$ cat config.mk
export PLATFORM = sky130hd
export DESIGN_NAME = ir_sample_pair_decoder
export DESIGN_NICKNAME = d
export VERILOG_FILES = /design/src/rtl/ispd_pkg.sv /design/src/rtl/ispd_scale.sv /design/src/rtl/ir_sample_pair_decoder.sv
export VERILOG_INCLUDE_DIRS = /design/src /design/src/rtl
export SDC_FILE = /design/constraint.sdc
export NUM_CORES = 1
export LEC_CHECK = 0
export BUFFER_PORTS_ARGS = -buffer_cell sky130_fd_sc_hd__clkbuf_2
export CAP_MARGIN = 20
export CORE_ASPECT_RATIO = 0.75
export CORE_MARGIN = 3
export CORE_UTILIZATION = 51
export CTS_CLUSTER_SIZE = 16
export DETAILED_ROUTE_END_ITERATION = 10
export PLACE_DENSITY = 0.69
export SLEW_MARGIN = 25
export SYNTH_ARGS = -nofsm -noshare
export SYNTH_HDL_FRONTEND = slang
export SYNTH_SLANG_ARGS = --single-unit
export TNS_END_PERCENT = 50
$ cat constraint.sdc
create_clock -name clock -period 7.75 [get_ports clock]
set_input_delay 1.55 -clock clock [delete_from_list [all_inputs] [get_ports clock]]
set_output_delay 1.55 -clock clock [all_outputs]
set_load 0.02 [all_outputs]
$ cat src/rtl/ir_sample_pair_decoder_macros.svh
// assertion helpers for the sample pair decoder
`ifndef IR_SAMPLE_PAIR_DECODER_MACROS_SVH
`define IR_SAMPLE_PAIR_DECODER_MACROS_SVH

`ifndef SYNTH

// plain property, checked on every rising clock edge outside reset
`define ISPD_ASSERT(name, expr, msg) \
   name: assert property (@(posedge clock) disable iff (reset) (expr)) else $error(msg);

// implication within the same cycle
`define ISPD_ASSERT_IMP(name, ante, cons, msg) \
   name: assert property (@(posedge clock) disable iff (reset) (ante) |-> (cons)) \
      else $error(msg);

`else

`define ISPD_ASSERT(name, expr, msg)
`define ISPD_ASSERT_IMP(name, ante, cons, msg)

`endif

`endif

$ cat src/rtl/ispd_pkg.sv
package ispd_pkg;

   localparam int BYTE_W  = 8;
   localparam int COUNT_W = 16;
   localparam int DUR_W   = 24;

   // count value that resynchronises the stream
   localparam logic [COUNT_W-1:0] RESYNC_COUNT = 16'hFFFF;

   // duration of the inserted space marker
   localparam logic [DUR_W-1:0] MARKER_DURATION = 24'hFFFFFF;

   // scale 21.3333 split as 21 + fraction; fraction held as ceil(0.3333 * 2^30)
   localparam int FRAC_W      = 29;
   localparam int SCALE_SHIFT = 30;
   localparam int PROD_W      = COUNT_W + FRAC_W;
   localparam logic [FRAC_W-1:0] SCALE_FRAC = 29'd357878150;

endpackage

$ cat src/rtl/ispd_scale.sv
module ispd_scale
   import ispd_pkg::*;
(
   input  logic [COUNT_W-1:0] count,
   output logic [DUR_W-1:0]   duration
);

   logic [PROD_W-1:0] frac_prod;
   logic [DUR_W-1:0]  int_part;
   logic [DUR_W-1:0]  frac_part;
   logic [DUR_W-1:0]  count_ext;

   // fractional part of the scale: one multiply, keep the bits above the binary point
   assign frac_prod = PROD_W'(count) * PROD_W'(SCALE_FRAC);
   assign frac_part = DUR_W'(frac_prod[PROD_W-1:SCALE_SHIFT]);

   // integer part of the scale: count * 21 as shifts and adds
   assign count_ext = DUR_W'(count);
   assign int_part  = (count_ext << 4) + (count_ext << 2) + count_ext;

   assign duration = int_part + frac_part;

endmodule

$ cat src/rtl/ir_sample_pair_decoder.sv
// channel   ports                                        direction
// req       req_valid req_ready req_rx_byte              in, one byte per transaction
// rsp       rsp_valid rsp_ready rsp_duration             out, one duration per transaction
//           rsp_is_pulse rsp_last
//
// a byte is taken every cycle while the count stage can move on; a count with
// a pending marker holds that stage until both results are out (marker, then duration)
// the low byte reaches its first result through the count stage, then the result
// register fed by one constant multiply
// reset is synchronous and active high; it clears the pairing state and both stages
// a stalled result holds the count stage; high bytes are still taken meanwhile
`include "ir_sample_pair_decoder_macros.svh"

module ir_sample_pair_decoder
   import ispd_pkg::*;
(
   input  logic               clock,
   input  logic               reset,
   input  logic               req_valid,
   output logic               req_ready,
   input  logic [BYTE_W-1:0]  req_rx_byte,
   output logic               rsp_valid,
   input  logic               rsp_ready,
   output logic [DUR_W-1:0]   rsp_duration,
   output logic               rsp_is_pulse,
   output logic               rsp_last
);

   // pairing state
   logic              expect_high_ff, expect_high_in;
   logic [BYTE_W-1:0] high_part_ff, high_part_in;
   logic              next_is_pulse_ff, next_is_pulse_in;
   logic              marker_sent_ff, marker_sent_in;

   // count stage
   logic               s1_valid_ff, s1_valid_in;
   logic               s1_marker_ff, s1_marker_in;
   logic               s1_pulse_ff, s1_pulse_in;
   logic [COUNT_W-1:0] s1_count_ff, s1_count_in;

   // result register
   logic               rsp_valid_ff, rsp_valid_in;
   logic [DUR_W-1:0]   rsp_duration_ff, rsp_duration_in;
   logic               rsp_is_pulse_ff, rsp_is_pulse_in;
   logic               rsp_last_ff, rsp_last_in;

   logic               accept;
   logic [COUNT_W-1:0] count;
   logic               load_s1;
   logic               out_free;
   logic               s1_emit;
   logic               s1_done;
   logic               s1_free;
   logic [DUR_W-1:0]   scaled;

   // handshake and stage movement
   assign out_free  = !rsp_valid_ff || rsp_ready;
   assign s1_emit   = s1_valid_ff && out_free;
   assign s1_done   = s1_emit && !s1_marker_ff;
   assign s1_free   = !s1_valid_ff || s1_done;
   assign req_ready = expect_high_ff || s1_free;
   assign accept    = req_valid && req_ready;
   assign count     = {high_part_ff, req_rx_byte};
   assign load_s1   = accept && !expect_high_ff && (count != RESYNC_COUNT);

   // byte pairing, resync and alternation
   always_comb begin
      expect_high_in   = expect_high_ff;
      high_part_in     = high_part_ff;
      next_is_pulse_in = next_is_pulse_ff;
      marker_sent_in   = marker_sent_ff;
      if (accept) begin
         if (expect_high_ff) begin
            high_part_in   = req_rx_byte;
            expect_high_in = 1'b0;
         end else begin
            expect_high_in = 1'b1;
            if (count == RESYNC_COUNT) begin
               next_is_pulse_in = 1'b1;
               marker_sent_in   = 1'b0;
            end else begin
               next_is_pulse_in = !next_is_pulse_ff;
               marker_sent_in   = 1'b1;
            end
         end
      end
   end

   // count stage control
   always_comb begin
      s1_valid_in  = s1_valid_ff;
      s1_marker_in = s1_marker_ff;
      s1_pulse_in  = s1_pulse_ff;
      s1_count_in  = s1_count_ff;
      if (load_s1) begin
         s1_valid_in  = 1'b1;
         s1_marker_in = !marker_sent_ff;
         s1_pulse_in  = next_is_pulse_ff;
         s1_count_in  = count;
      end else begin
         if (s1_done) begin
            s1_valid_in = 1'b0;
         end
         if (s1_emit) begin
            s1_marker_in = 1'b0;
         end
      end
   end

   ispd_scale u_scale (
      .count    (s1_count_ff),
      .duration (scaled)
   );

   // result register: marker first where pending, then the scaled duration
   always_comb begin
      rsp_valid_in    = rsp_valid_ff;
      rsp_duration_in = rsp_duration_ff;
      rsp_is_pulse_in = rsp_is_pulse_ff;
      rsp_last_in     = rsp_last_ff;
      if (s1_emit) begin
         rsp_valid_in = 1'b1;
         if (s1_marker_ff) begin
            rsp_duration_in = MARKER_DURATION;
            rsp_is_pulse_in = 1'b0;
            rsp_last_in     = 1'b0;
         end else begin
            rsp_duration_in = scaled;
            rsp_is_pulse_in = s1_pulse_ff;
            rsp_last_in     = 1'b1;
         end
      end else if (rsp_ready) begin
         rsp_valid_in = 1'b0;
      end
   end

   // control registers
   always_ff @(posedge clock) begin
      if (reset) begin
         expect_high_ff   <= 1'b1;
         high_part_ff     <= '0;
         next_is_pulse_ff <= 1'b1;
         marker_sent_ff   <= 1'b0;
         s1_valid_ff      <= 1'b0;
         s1_marker_ff     <= 1'b0;
         rsp_valid_ff     <= 1'b0;
      end else begin
         expect_high_ff   <= expect_high_in;
         high_part_ff     <= high_part_in;
         next_is_pulse_ff <= next_is_pulse_in;
         marker_sent_ff   <= marker_sent_in;
         s1_valid_ff      <= s1_valid_in;
         s1_marker_ff     <= s1_marker_in;
         rsp_valid_ff     <= rsp_valid_in;
      end
   end

   // payload registers
   always_ff @(posedge clock) begin
      s1_pulse_ff     <= s1_pulse_in;
      s1_count_ff     <= s1_count_in;
      rsp_duration_ff <= rsp_duration_in;
      rsp_is_pulse_ff <= rsp_is_pulse_in;
      rsp_last_ff     <= rsp_last_in;
   end

   assign rsp_valid    = rsp_valid_ff;
   assign rsp_duration = rsp_duration_ff;
   assign rsp_is_pulse = rsp_is_pulse_ff;
   assign rsp_last     = rsp_last_ff;

   // checks
   `ISPD_ASSERT_IMP(a_marker_pending_valid, s1_marker_ff, s1_valid_ff, "marker pending in empty stage")
   `ISPD_ASSERT_IMP(a_nonlast_is_marker, rsp_valid_ff && !rsp_last_ff, (rsp_duration_ff == MARKER_DURATION) && !rsp_is_pulse_ff, "non-final result is not the marker")
   `ISPD_ASSERT_IMP(a_marker_has_follower, rsp_valid_ff && rsp_ready && !rsp_last_ff, s1_valid_ff && !s1_marker_ff, "marker sent without its duration waiting")

endmodule

## Word-level counts from Yosys, hierarchy flattened

Cells that the tools add are included.

- RAM bits: 0
- Output and inout bits: 28
- Bits in latches: 0
- Memory bits (read-only): 0
- Memories: 0
- Bits in registers: 57
- Word-level logic and storage cells: 48

- Shifts and indexed selects: 0
- Bitwise gates (word level): 1
- Multiplexer cells: 10
- Magnitude comparators: 0
- Divide/modulo/power cells: 0
- Reduce and logical (&&, ||, !) cells: 19
- Add/sub/neg operators: 3
- Multipliers: 1
- Equal/unequal tests: 2

Operators by type and width:

| cell | number |
|---|---|
| $mul A16 B28 Y44 const B | 1 |
| $add A22 B15 Y23 | 1 |
| $add A21 B16 Y22 | 1 |
| $add A20 B18 Y21 | 1 |
| $eq A16 B16 Y1 const B | 1 |
| $ne A16 B16 Y1 const B | 1 |
| $mux W1 | 10 |
| $logic_not A1 Y1 | 6 |
| $reduce_bool A2 Y1 | 3 |
| $logic_and A1 B1 Y1 | 5 |
| $reduce_and A2 Y1 | 2 |
| $logic_or A1 B1 Y1 | 3 |
| $not A1 Y1 | 1 |

## Depth between registers and ports, before layout

Gate-level depths: netlist of run 1.

- Word-level depth: 10
- Gate-level depth with buffers: 34

## By module

Synthesis of run 1 repeated with hierarchy kept, for this count alone.

- Cell total of the unflattened synthesis: 915
- Area, all modules: 9551.7 um^2

By module, submodules not included:

| module | cells an instance | times used | area an instance (um^2) | sequential area each (um^2) |
|---|---|---|---|---|
| ispd_scale | 772 | 1 | 7508.5 | 0.0 |
| ir_sample_pair_decoder | 143 | 1 | 2043.2 | 1571.5 |

## Worst setup path before layout of run 1

No wires, ideal clock.

- Path type: register to register
- Start point: reg s1_count_ff[3]
- End point: reg rsp_duration_ff[20], in the netlist rsp_duration[20], data pin
- Arrival time: 7.709 ns
- Required time: 7.491 ns
- Cell stages (with the launch flop): 29
- Path slack: -0.218 ns
- Setup time: 0.259 ns
- Cell sequence: edfxtp_1 > ha_1 > inv_1 > fa_1 > inv_1 > fa_1 > fa_1 > fa_1 > inv_1 > fa_1 > inv_1 > ha_1 > nand4_1 > nor2_2 > nand3_1 > a2111oi_4 > o21ai_1 > a21boi_2 > o31ai_1 > a211o_1 > fa_1 > ha_1 > or4_4 > a211oi_2 > o21ai_1 > nand3_2 > nand4b_4 > a221o_1 > a211o_1

- Word-level cells in the longest chain between the ends: 3
- Elaborated cells on any way between the ends: 4

Ends and longest elaborated chain:

| element | line | source |
|---|---|---|
| start: declaration | ir_sample_pair_decoder.sv:39 | `logic [COUNT_W-1:0] s1_count_ff, s1_count_in;` |
| start signal: assignment | ir_sample_pair_decoder.sv:161 | `s1_count_ff <= s1_count_in;` |
| branches (longest 2 deep; another with $mul A16 B28 Y44) | -- |  |
| $add A22 B15 Y23 * | ispd_scale.sv:21 | `assign duration = int_part + frac_part;` |
| end signal: assignment | ir_sample_pair_decoder.sv:162 | `rsp_duration_ff <= rsp_duration_in;` |
| end: declaration | ir_sample_pair_decoder.sv:43 | `logic [DUR_W-1:0] rsp_duration_ff, rsp_duration_in;` |

Every way passes the cells marked *.
A chain may end at the register's enable or synchronous reset.

## Worst setup path in the final report of run 1

- Start point: reg s1_count_ff[14]
- End point: reg rsp_duration_ff[20], in the netlist rsp_duration[20], data pin

Same word-level chain as after synthesis.

==> impl_metrics.csv, run 1 <==
group,metric,value,unit
floorplan,design.portCount,40,
clock_tree,clk_root_buffer_cell,"sky130_fd_sc_hd__clkbuf_16",
min_path,startpoint_of_the_worst_hold_path,"high_part_ff[5]$_SDFFE_PP0P_",
placement,dpl.hpwl,19.2,mm
status,failed_checks,"setup timing",
finish,syn2layout_area_growth,21.2,%
route,route.vias.total,6933,
logic_synthesis,synth.net_count,1252,
min_path,hold-path-cell-count,0,
status,status,"complete, but fails checks",
min_path,hp-class,"reg2reg",
clock_tree,cts-htree-levels,2,
setup_path,cp_slowest_stage_delay,0.59,ns
logic_synthesis,synthArstFlopShare,0,%
grt,first_pass_grt_wire_length,36.8,mm
placement,place_congestion,0.949,
sta,max_clock_freq,126,MHz
clock_tree,cts_num_sinks,55,
logic_synthesis,mappedNetlistArea,9390,µm²
placement,post-place-cells,1266,
route,drt-initial-drc-count,412,
setup_path,path_common_cell,"sky130_fd_sc_hd__fa_1",
sta,post-route-worst-setup-slack,-0.164,ns
logic_synthesis,ys_seq_elements,55,
sta,fin_crit_sh,102,%
logic_synthesis,yosys_warnings,0,
setup_path,start_kind,"flop",
grt,track_usage,23.6,%
logic_synthesis,synthMostInstantiatedCell,"sky130_fd_sc_hd__inv_1",
setup_path,reg2reg_depth,29,
clock_tree,tritoncts_clock_tree,"done",
grt,grt_antenna_before_repair,0,
floorplan,chipHeight,124,µm
route,detail_route.wl_per_cell,17.8,µm
route,drtAntennaViolNets,0,
grt,grt_start_max_net_pins,26,
route,detailedRoute.firstPassIterationCount,5,
placement,port_buffers,39,
clock_tree,clk_latency,0.30,ns
setup_path,critPathArrivalTime,7.97,ns
setup_path,timing.rr.start,"s1_count_ff[14]$_DFFE_PP_",
clock_tree,clock_tree.buffer_depth,2,
logic_synthesis,syn_avg_cell_area,10.3,µm²
sta,fin_setup_tns,-0.349,ns
sta,minimum_hold_slack,0.468,ns
setup_path,critical_path.max_fanout,5,
logic_synthesis,netlist-cell-type-count,57,
clock_tree,hold_buffers,0,
logic_synthesis,commonest_cells_post_synth,"205 x sky130_fd_sc_hd__inv_1, 192 x sky130_fd_sc_hd__ha_1, 137 x sky130_fd_sc_hd__fa_1, 51 x sky130_fd_sc_hd__a21oi_1, 45 x sky130_fd_sc_hd__nand2_1",
floorplan,floorplan.initialDensity,52.6,%
logic_synthesis,synth_top_area_share,29.2,%
flow_run,maxCapViolations,0,
logic_synthesis,top_cell_type_by_total_area_after_synthesis,"sky130_fd_sc_hd__fa_1",
route,route.detailed.vias_per_inst,5.33,
sta,rsz_0062_raised_after_global_routing,"yes",
floorplan,placementRows,42,
sta,final_setup_violation_count,3,
floorplan,fp.dieW,163,µm
grt,overflow,0,
setup_path,timing.critical_path.to_type,"flop",
floorplan,coreArea,17900,µm²
logic_synthesis,syn-instance-count,911,
logic_synthesis,synth_seq_area_share,16.1,%
setup_path,worst_setup_path_startpoint,"s1_count_ff[14]$_DFFE_PP_",
sta,hold_viol_final,0,
setup_path,crit_path_slowest_cell,"sky130_fd_sc_hd__fa_1",
sta,slew_headroom,62.6,%
finish,finalNonFillerCells,1300,
sta,actual_slew_at_the_worst_max_slew_pin,0.558,ns
floorplan,floorplan.die_area,20100,µm²
sta,post-route-min-period,7.91,ns
route,wirelength,23.1,mm
finish,finish.net_count,1398,
setup_path,critical_path_class,"reg2reg",
finish,drive_gt1_share,23.9,%
logic_synthesis,synth_top_flop_cell,"sky130_fd_sc_hd__edfxtp_1",
sta,slew_limit_fails,0,
logic_synthesis,synth_edf_count,41,
finish,antenna_cells_inserted,0,
setup_path,critPathRequiredTime,7.81,ns
placement,dp_slack,-0.410,ns
route,detail_route.drc_violations,0,
clock_tree,cts_made_buffers,5,
clock_tree,clkTransAtPathRegs,0.08,ns
logic_synthesis,post_synth_main_area_contributors,"sky130_fd_sc_hd__fa_1 29%, sky130_fd_sc_hd__ha_1 26%, sky130_fd_sc_hd__edfxtp_1 13%",
sta,finalClockSkew,0.00731,ns
grt,first_global_vias,6999,
## worst paths after layout
check / to / slack [ns]
max reg2reg: rsp_duration[20]$_SDFFCE_PP1P_ / -0.16
max: rsp_duration[20]$_SDFFCE_PP1P_ / -0.16
min reg2reg: s1_count_ff[13]$_DFFE_PP_ / 0.47
min: s1_count_ff[13]$_DFFE_PP_ / 0.47
## worst max-delay path, delay by kind of cell (launching register included)
family | cells | cell delay [ns]
buf+inv | 4 | 0.41
fa+ha+maj | 9 | 3.57
xor+xnor | 1 | 0.20
compound gates | 12 | 2.39
simple gates | 3 | 0.69
flops | 1 | 0.40
## registers in the layout (all words and copies together), names as in the netlist
signal / count
expect_high_ff: 1
high_part_ff: 8
marker_sent_ff: 1
next_is_pulse_ff: 1
rsp_duration: 22
rsp_is_pulse: 1
rsp_last: 1
rsp_valid: 1
s1_count_ff: 16
s1_marker_ff: 1
s1_pulse_ff: 1
s1_valid_ff: 1
## cells in the final DEF (no fill, tap or decap), types with 7 or more instances in the layout
master	count
sky130_fd_sc_hd__ha_4	18
sky130_fd_sc_hd__a21oi_2	9
sky130_fd_sc_hd__fa_2	9
sky130_fd_sc_hd__nand4_1	13
sky130_fd_sc_hd__ha_1	170
sky130_fd_sc_hd__xor2_1	13
sky130_fd_sc_hd__nor2_1	22
sky130_fd_sc_hd__nand2_1	43
sky130_fd_sc_hd__dfxtp_1	14
sky130_fd_sc_hd__nand3_1	15
sky130_fd_sc_hd__a21oi_1	42
sky130_fd_sc_hd__buf_4	93
sky130_fd_sc_hd__a21o_1	23
sky130_fd_sc_hd__inv_2	12
sky130_fd_sc_hd__inv_1	193
sky130_fd_sc_hd__o211ai_1	7
sky130_fd_sc_hd__clkbuf_2	39
sky130_fd_sc_hd__or2_2	8
sky130_fd_sc_hd__o21ai_1	7
sky130_fd_sc_hd__fa_1	128
sky130_fd_sc_hd__edfxtp_1	41
sky130_fd_sc_hd__xnor2_1	11
sky130_fd_sc_hd__buf_6	15
## kinds of logic (layout without fill, tap and decap cells)
| family | Yosys count | in the layout | share of synthesized area, % |
|---|---|---|---|
| and+or+nand+nor | 147 | 147 | 8.07 |
| buffers and inverters | 214 | 361 | 8.63 |
| xor gates and xnor gates | 29 | 29 | 2.70 |
| DFF | 55 | 55 | 16.1 |
| AOI/OAI and AO/OA | 137 | 137 | 9.70 |
| adders and majority gates | 329 | 329 | 54.8 |
## area by class of cell
class                           count  area [µm²]
Inverter                          206         773
Clock buffer                        6         150
Sequential cell                    55        1510
Timing Repair Buffer              147        1060
Fill cell                        1402        6490
Clock inverter                      2        15.0
Tap cell                          242         303
Multi-Input combinational cell    642        7560
## what timing repair did
action / 4_1_cts / 5_1_grt
resized for setup: 49 / 51
endpoints found under the setup margin: 10 / 13
buffers inserted: 23 / 5
pin swaps: 52 / 46
## through the flow
step	util [%]	area (µm²)
final	63.7	11400
after global routing	63.7	11400
after CTS	62.1	11100
after detailed placement	58.8	10500
after global placement	58.8	10500
after floorplan	-	9420
## routing by layer
layer | share of wire (%) | global-route usage, % | vias to the layer above | wire length, µm
met3 | 7.0 | 6.36 | 28 | 1630
met1 | 50 | 36.2 | 3381 | 11500
li1 | - | - | 3321 | -
met2 | 42 | 34.1 | 203 | 9660
met4 | 1.3 | 3.86 | 0 | 303
met5 | 0 | 0 | - | 0
Power of run 1 is left out: the tool's default activity adds up to more than one toggle a clock period on the data nets, which glitch-free logic cannot reach.
==> run 2: changes to the inputs <==
--- a/config.mk
+++ b/config.mk
@@ -10,10 +10,10 @@
 export CAP_MARGIN = 20
 export CORE_ASPECT_RATIO = 0.75
 export CORE_MARGIN = 3
-export CORE_UTILIZATION = 51
+export CORE_UTILIZATION = 50
 export CTS_CLUSTER_SIZE = 16
 export DETAILED_ROUTE_END_ITERATION = 10
-export PLACE_DENSITY = 0.69
+export PLACE_DENSITY = 0.67
 export SLEW_MARGIN = 25
 export SYNTH_ARGS = -nofsm -noshare
 export SYNTH_HDL_FRONTEND = slang
==> impl_metrics.csv, run 2 (synthesis gave the netlist of run 1 again) <==
group,metric,value,unit
status,status,"complete, but fails checks",
status,failed_checks,"setup timing",
setup_path,start_kind,"flop",
clock_tree,clock_tree.buffer_depth,2,
finish,antenna_cells_inserted,0,
grt,first_pass_grt_wire_length,36.7,mm
finish,drive_gt1_share,22.1,%
route,detailedRoute.firstPassIterationCount,5,
setup_path,cp_slowest_stage_delay,0.56,ns
sta,post-route-worst-setup-slack,-0.103,ns
min_path,hp-class,"reg2reg",
setup_path,critical_path_class,"reg2reg",
grt,grt_start_max_net_pins,26,
placement,place_congestion,0.920,
sta,actual_slew_at_the_worst_max_slew_pin,0.562,ns
floorplan,placementRows,42,
floorplan,chipHeight,125,µm
setup_path,timing.critical_path.to_type,"flop",
sta,final_setup_violation_count,3,
finish,layout.cell_area.non_filler,11300,µm²
clock_tree,cts_num_sinks,55,
route,wirelength,22.8,mm
finish,final_common_cell,"sky130_fd_sc_hd__inv_1",
setup_path,critPathRequiredTime,7.81,ns
floorplan,floorplan.die_area,20500,µm²
floorplan,floorplan.initialDensity,52.1,%
sta,post-route-min-period,7.85,ns
route,route.detailed.vias_per_inst,5.28,
sta,fin_setup_tns,-0.130,ns
placement,post-place-cells,1271,
sta,hold_viol_final,0,
sta,max_clock_freq,127,MHz
route,detail_route.wl_per_cell,17.5,µm
finish,syn2layout_area_growth,19.8,%
route,met1Wirelength,11.5,mm
finish,finish.net_count,1399,
placement,port_buffers,39,
setup_path,critPathArrivalTime,7.91,ns
clock_tree,tritoncts_clock_tree,"done",
route,drt-initial-drc-count,406,
route,detail_route.drc_violations,0,
min_path,hold-path-cell-count,0,
finish,final_cell_mix,"196 x sky130_fd_sc_hd__inv_1, 173 x sky130_fd_sc_hd__ha_1, 133 x sky130_fd_sc_hd__fa_1, 101 x sky130_fd_sc_hd__buf_4, 48 x sky130_fd_sc_hd__a21oi_1",
sta,finalClockSkew,0.00363,ns
clock_tree,hold_buffers,0,
route,top_layer_used,"met4",
setup_path,path_common_cell,"sky130_fd_sc_hd__fa_1",
sta,slew_limit_fails,0,
clock_tree,clk_root_buffer_cell,"sky130_fd_sc_hd__clkbuf_16",
floorplan,design.portCount,40,
placement,placedInstanceArea,10500,µm²
setup_path,crit_path_slowest_cell,"sky130_fd_sc_hd__fa_1",
clock_tree,cts_made_buffers,5,
clock_tree,clk_latency,0.30,ns
grt,grt_antenna_before_repair,0,
placement,dpl.hpwl,19.3,mm
setup_path,reg2reg_depth,30,
flow_run,maxCapViolations,0,
route,route.vias.total,6874,
finish,finalNonFillerCells,1301,
floorplan,fp.dieW,164,µm
sta,rsz_0062_raised_after_global_routing,"yes",
route,drtAntennaViolNets,0,
floorplan,coreArea,18000,µm²
finish,largest_register_ffs,22,
finish,finish.utilization,62.4,%
grt,first_global_vias,6883,
grt,overflow,0,
sta,fin_crit_sh,101,%
grt,track_usage,22.9,%
route,met3_wirelength,1.74,mm
sta,slew_headroom,62.3,%
clock_tree,clkTransAtPathRegs,0.07,ns
setup_path,critical_path.max_fanout,3,
clock_tree,cts-htree-levels,2,
route,met2WireLength,9.29,mm
==> run 2: cell types whose count changed in the layout (fill, tap and decap cells not counted), moves of 3 or more <==
| cell | delta |
|---|---|
| sky130_fd_sc_hd__a21oi_1 | +6 |
| sky130_fd_sc_hd__a21oi_2 | -6 |
| sky130_fd_sc_hd__inv_2 | -4 |
| sky130_fd_sc_hd__buf_4 | +8 |
| sky130_fd_sc_hd__fa_1 | +5 |
| sky130_fd_sc_hd__inv_1 | +3 |
| sky130_fd_sc_hd__ha_1 | +3 |
| sky130_fd_sc_hd__buf_6 | -7 |
| sky130_fd_sc_hd__ha_4 | -3 |
| sky130_fd_sc_hd__fa_2 | -5 |
==> run 2: final timing paths <==
path                                      from  slack, ns                        endpoint
setup / recovery      s1_count_ff[1]$_DFFE_PP_      -0.10  rsp_duration[20]$_SDFFCE_PP1P_
hold / removal    high_part_ff[0]$_SDFFE_PP0P_       0.46        s1_count_ff[8]$_DFFE_PP_
hold reg to reg   high_part_ff[0]$_SDFFE_PP0P_       0.46        s1_count_ff[8]$_DFFE_PP_
setup reg to reg      s1_count_ff[1]$_DFFE_PP_      -0.10  rsp_duration[20]$_SDFFCE_PP1P_
==> run 2: area by class of cell <==
class / count / area [µm²]
repair buffers: 148 / 1040
well taps: 242 / 303
clock buffers: 5 / 125
flip-flops and latches: 55 / 1510
inverters: 206 / 776
clock inverters: 3 / 28.8
multi-input cells: 642 / 7460
fillers: 1431 / 6770
==> run 2: routing by layer <==
| layer | track usage (%) | vias to the layer above |
|---|---|---|
| met3 | 6.05 | 24 |
| met2 | 31.5 | 204 |
| met4 | 2.73 | 0 |
| met1 | 36.8 | 3329 |
| met5 | 0 | - |
| li1 | - | 3317 |
==> run 2: what timing repair did <==
action / in CTS / in global routing
gates resized for setup: 36 / 38
hold endpoints to repair: 0 / 0
pin swaps: 52 / 34
setup endpoints to repair: 7 / 13
buffers inserted: 16 / 6
==> run 2: critical path, delay by kind of cell (launching register included) <==
kind                       cells  cell delay, ns
buffers and inverters          5            0.41
and+or+nand+nor                7            0.77
AOI/OAI and AO/OA              7            1.56
adders and majority gates     11            4.43
DFF                            1            0.45
==> run 2: stage by stage <==
step	hold WS, ns	setup WS (ns)
floorplan	0.430	-0.0173
global placement	0.445	-0.0800
detailed placement	0.445	-0.326
CTS	0.463	-0.0809
global route	0.492	-0.367
finish	0.461	-0.103
Power of run 2 is left out for the same reason.
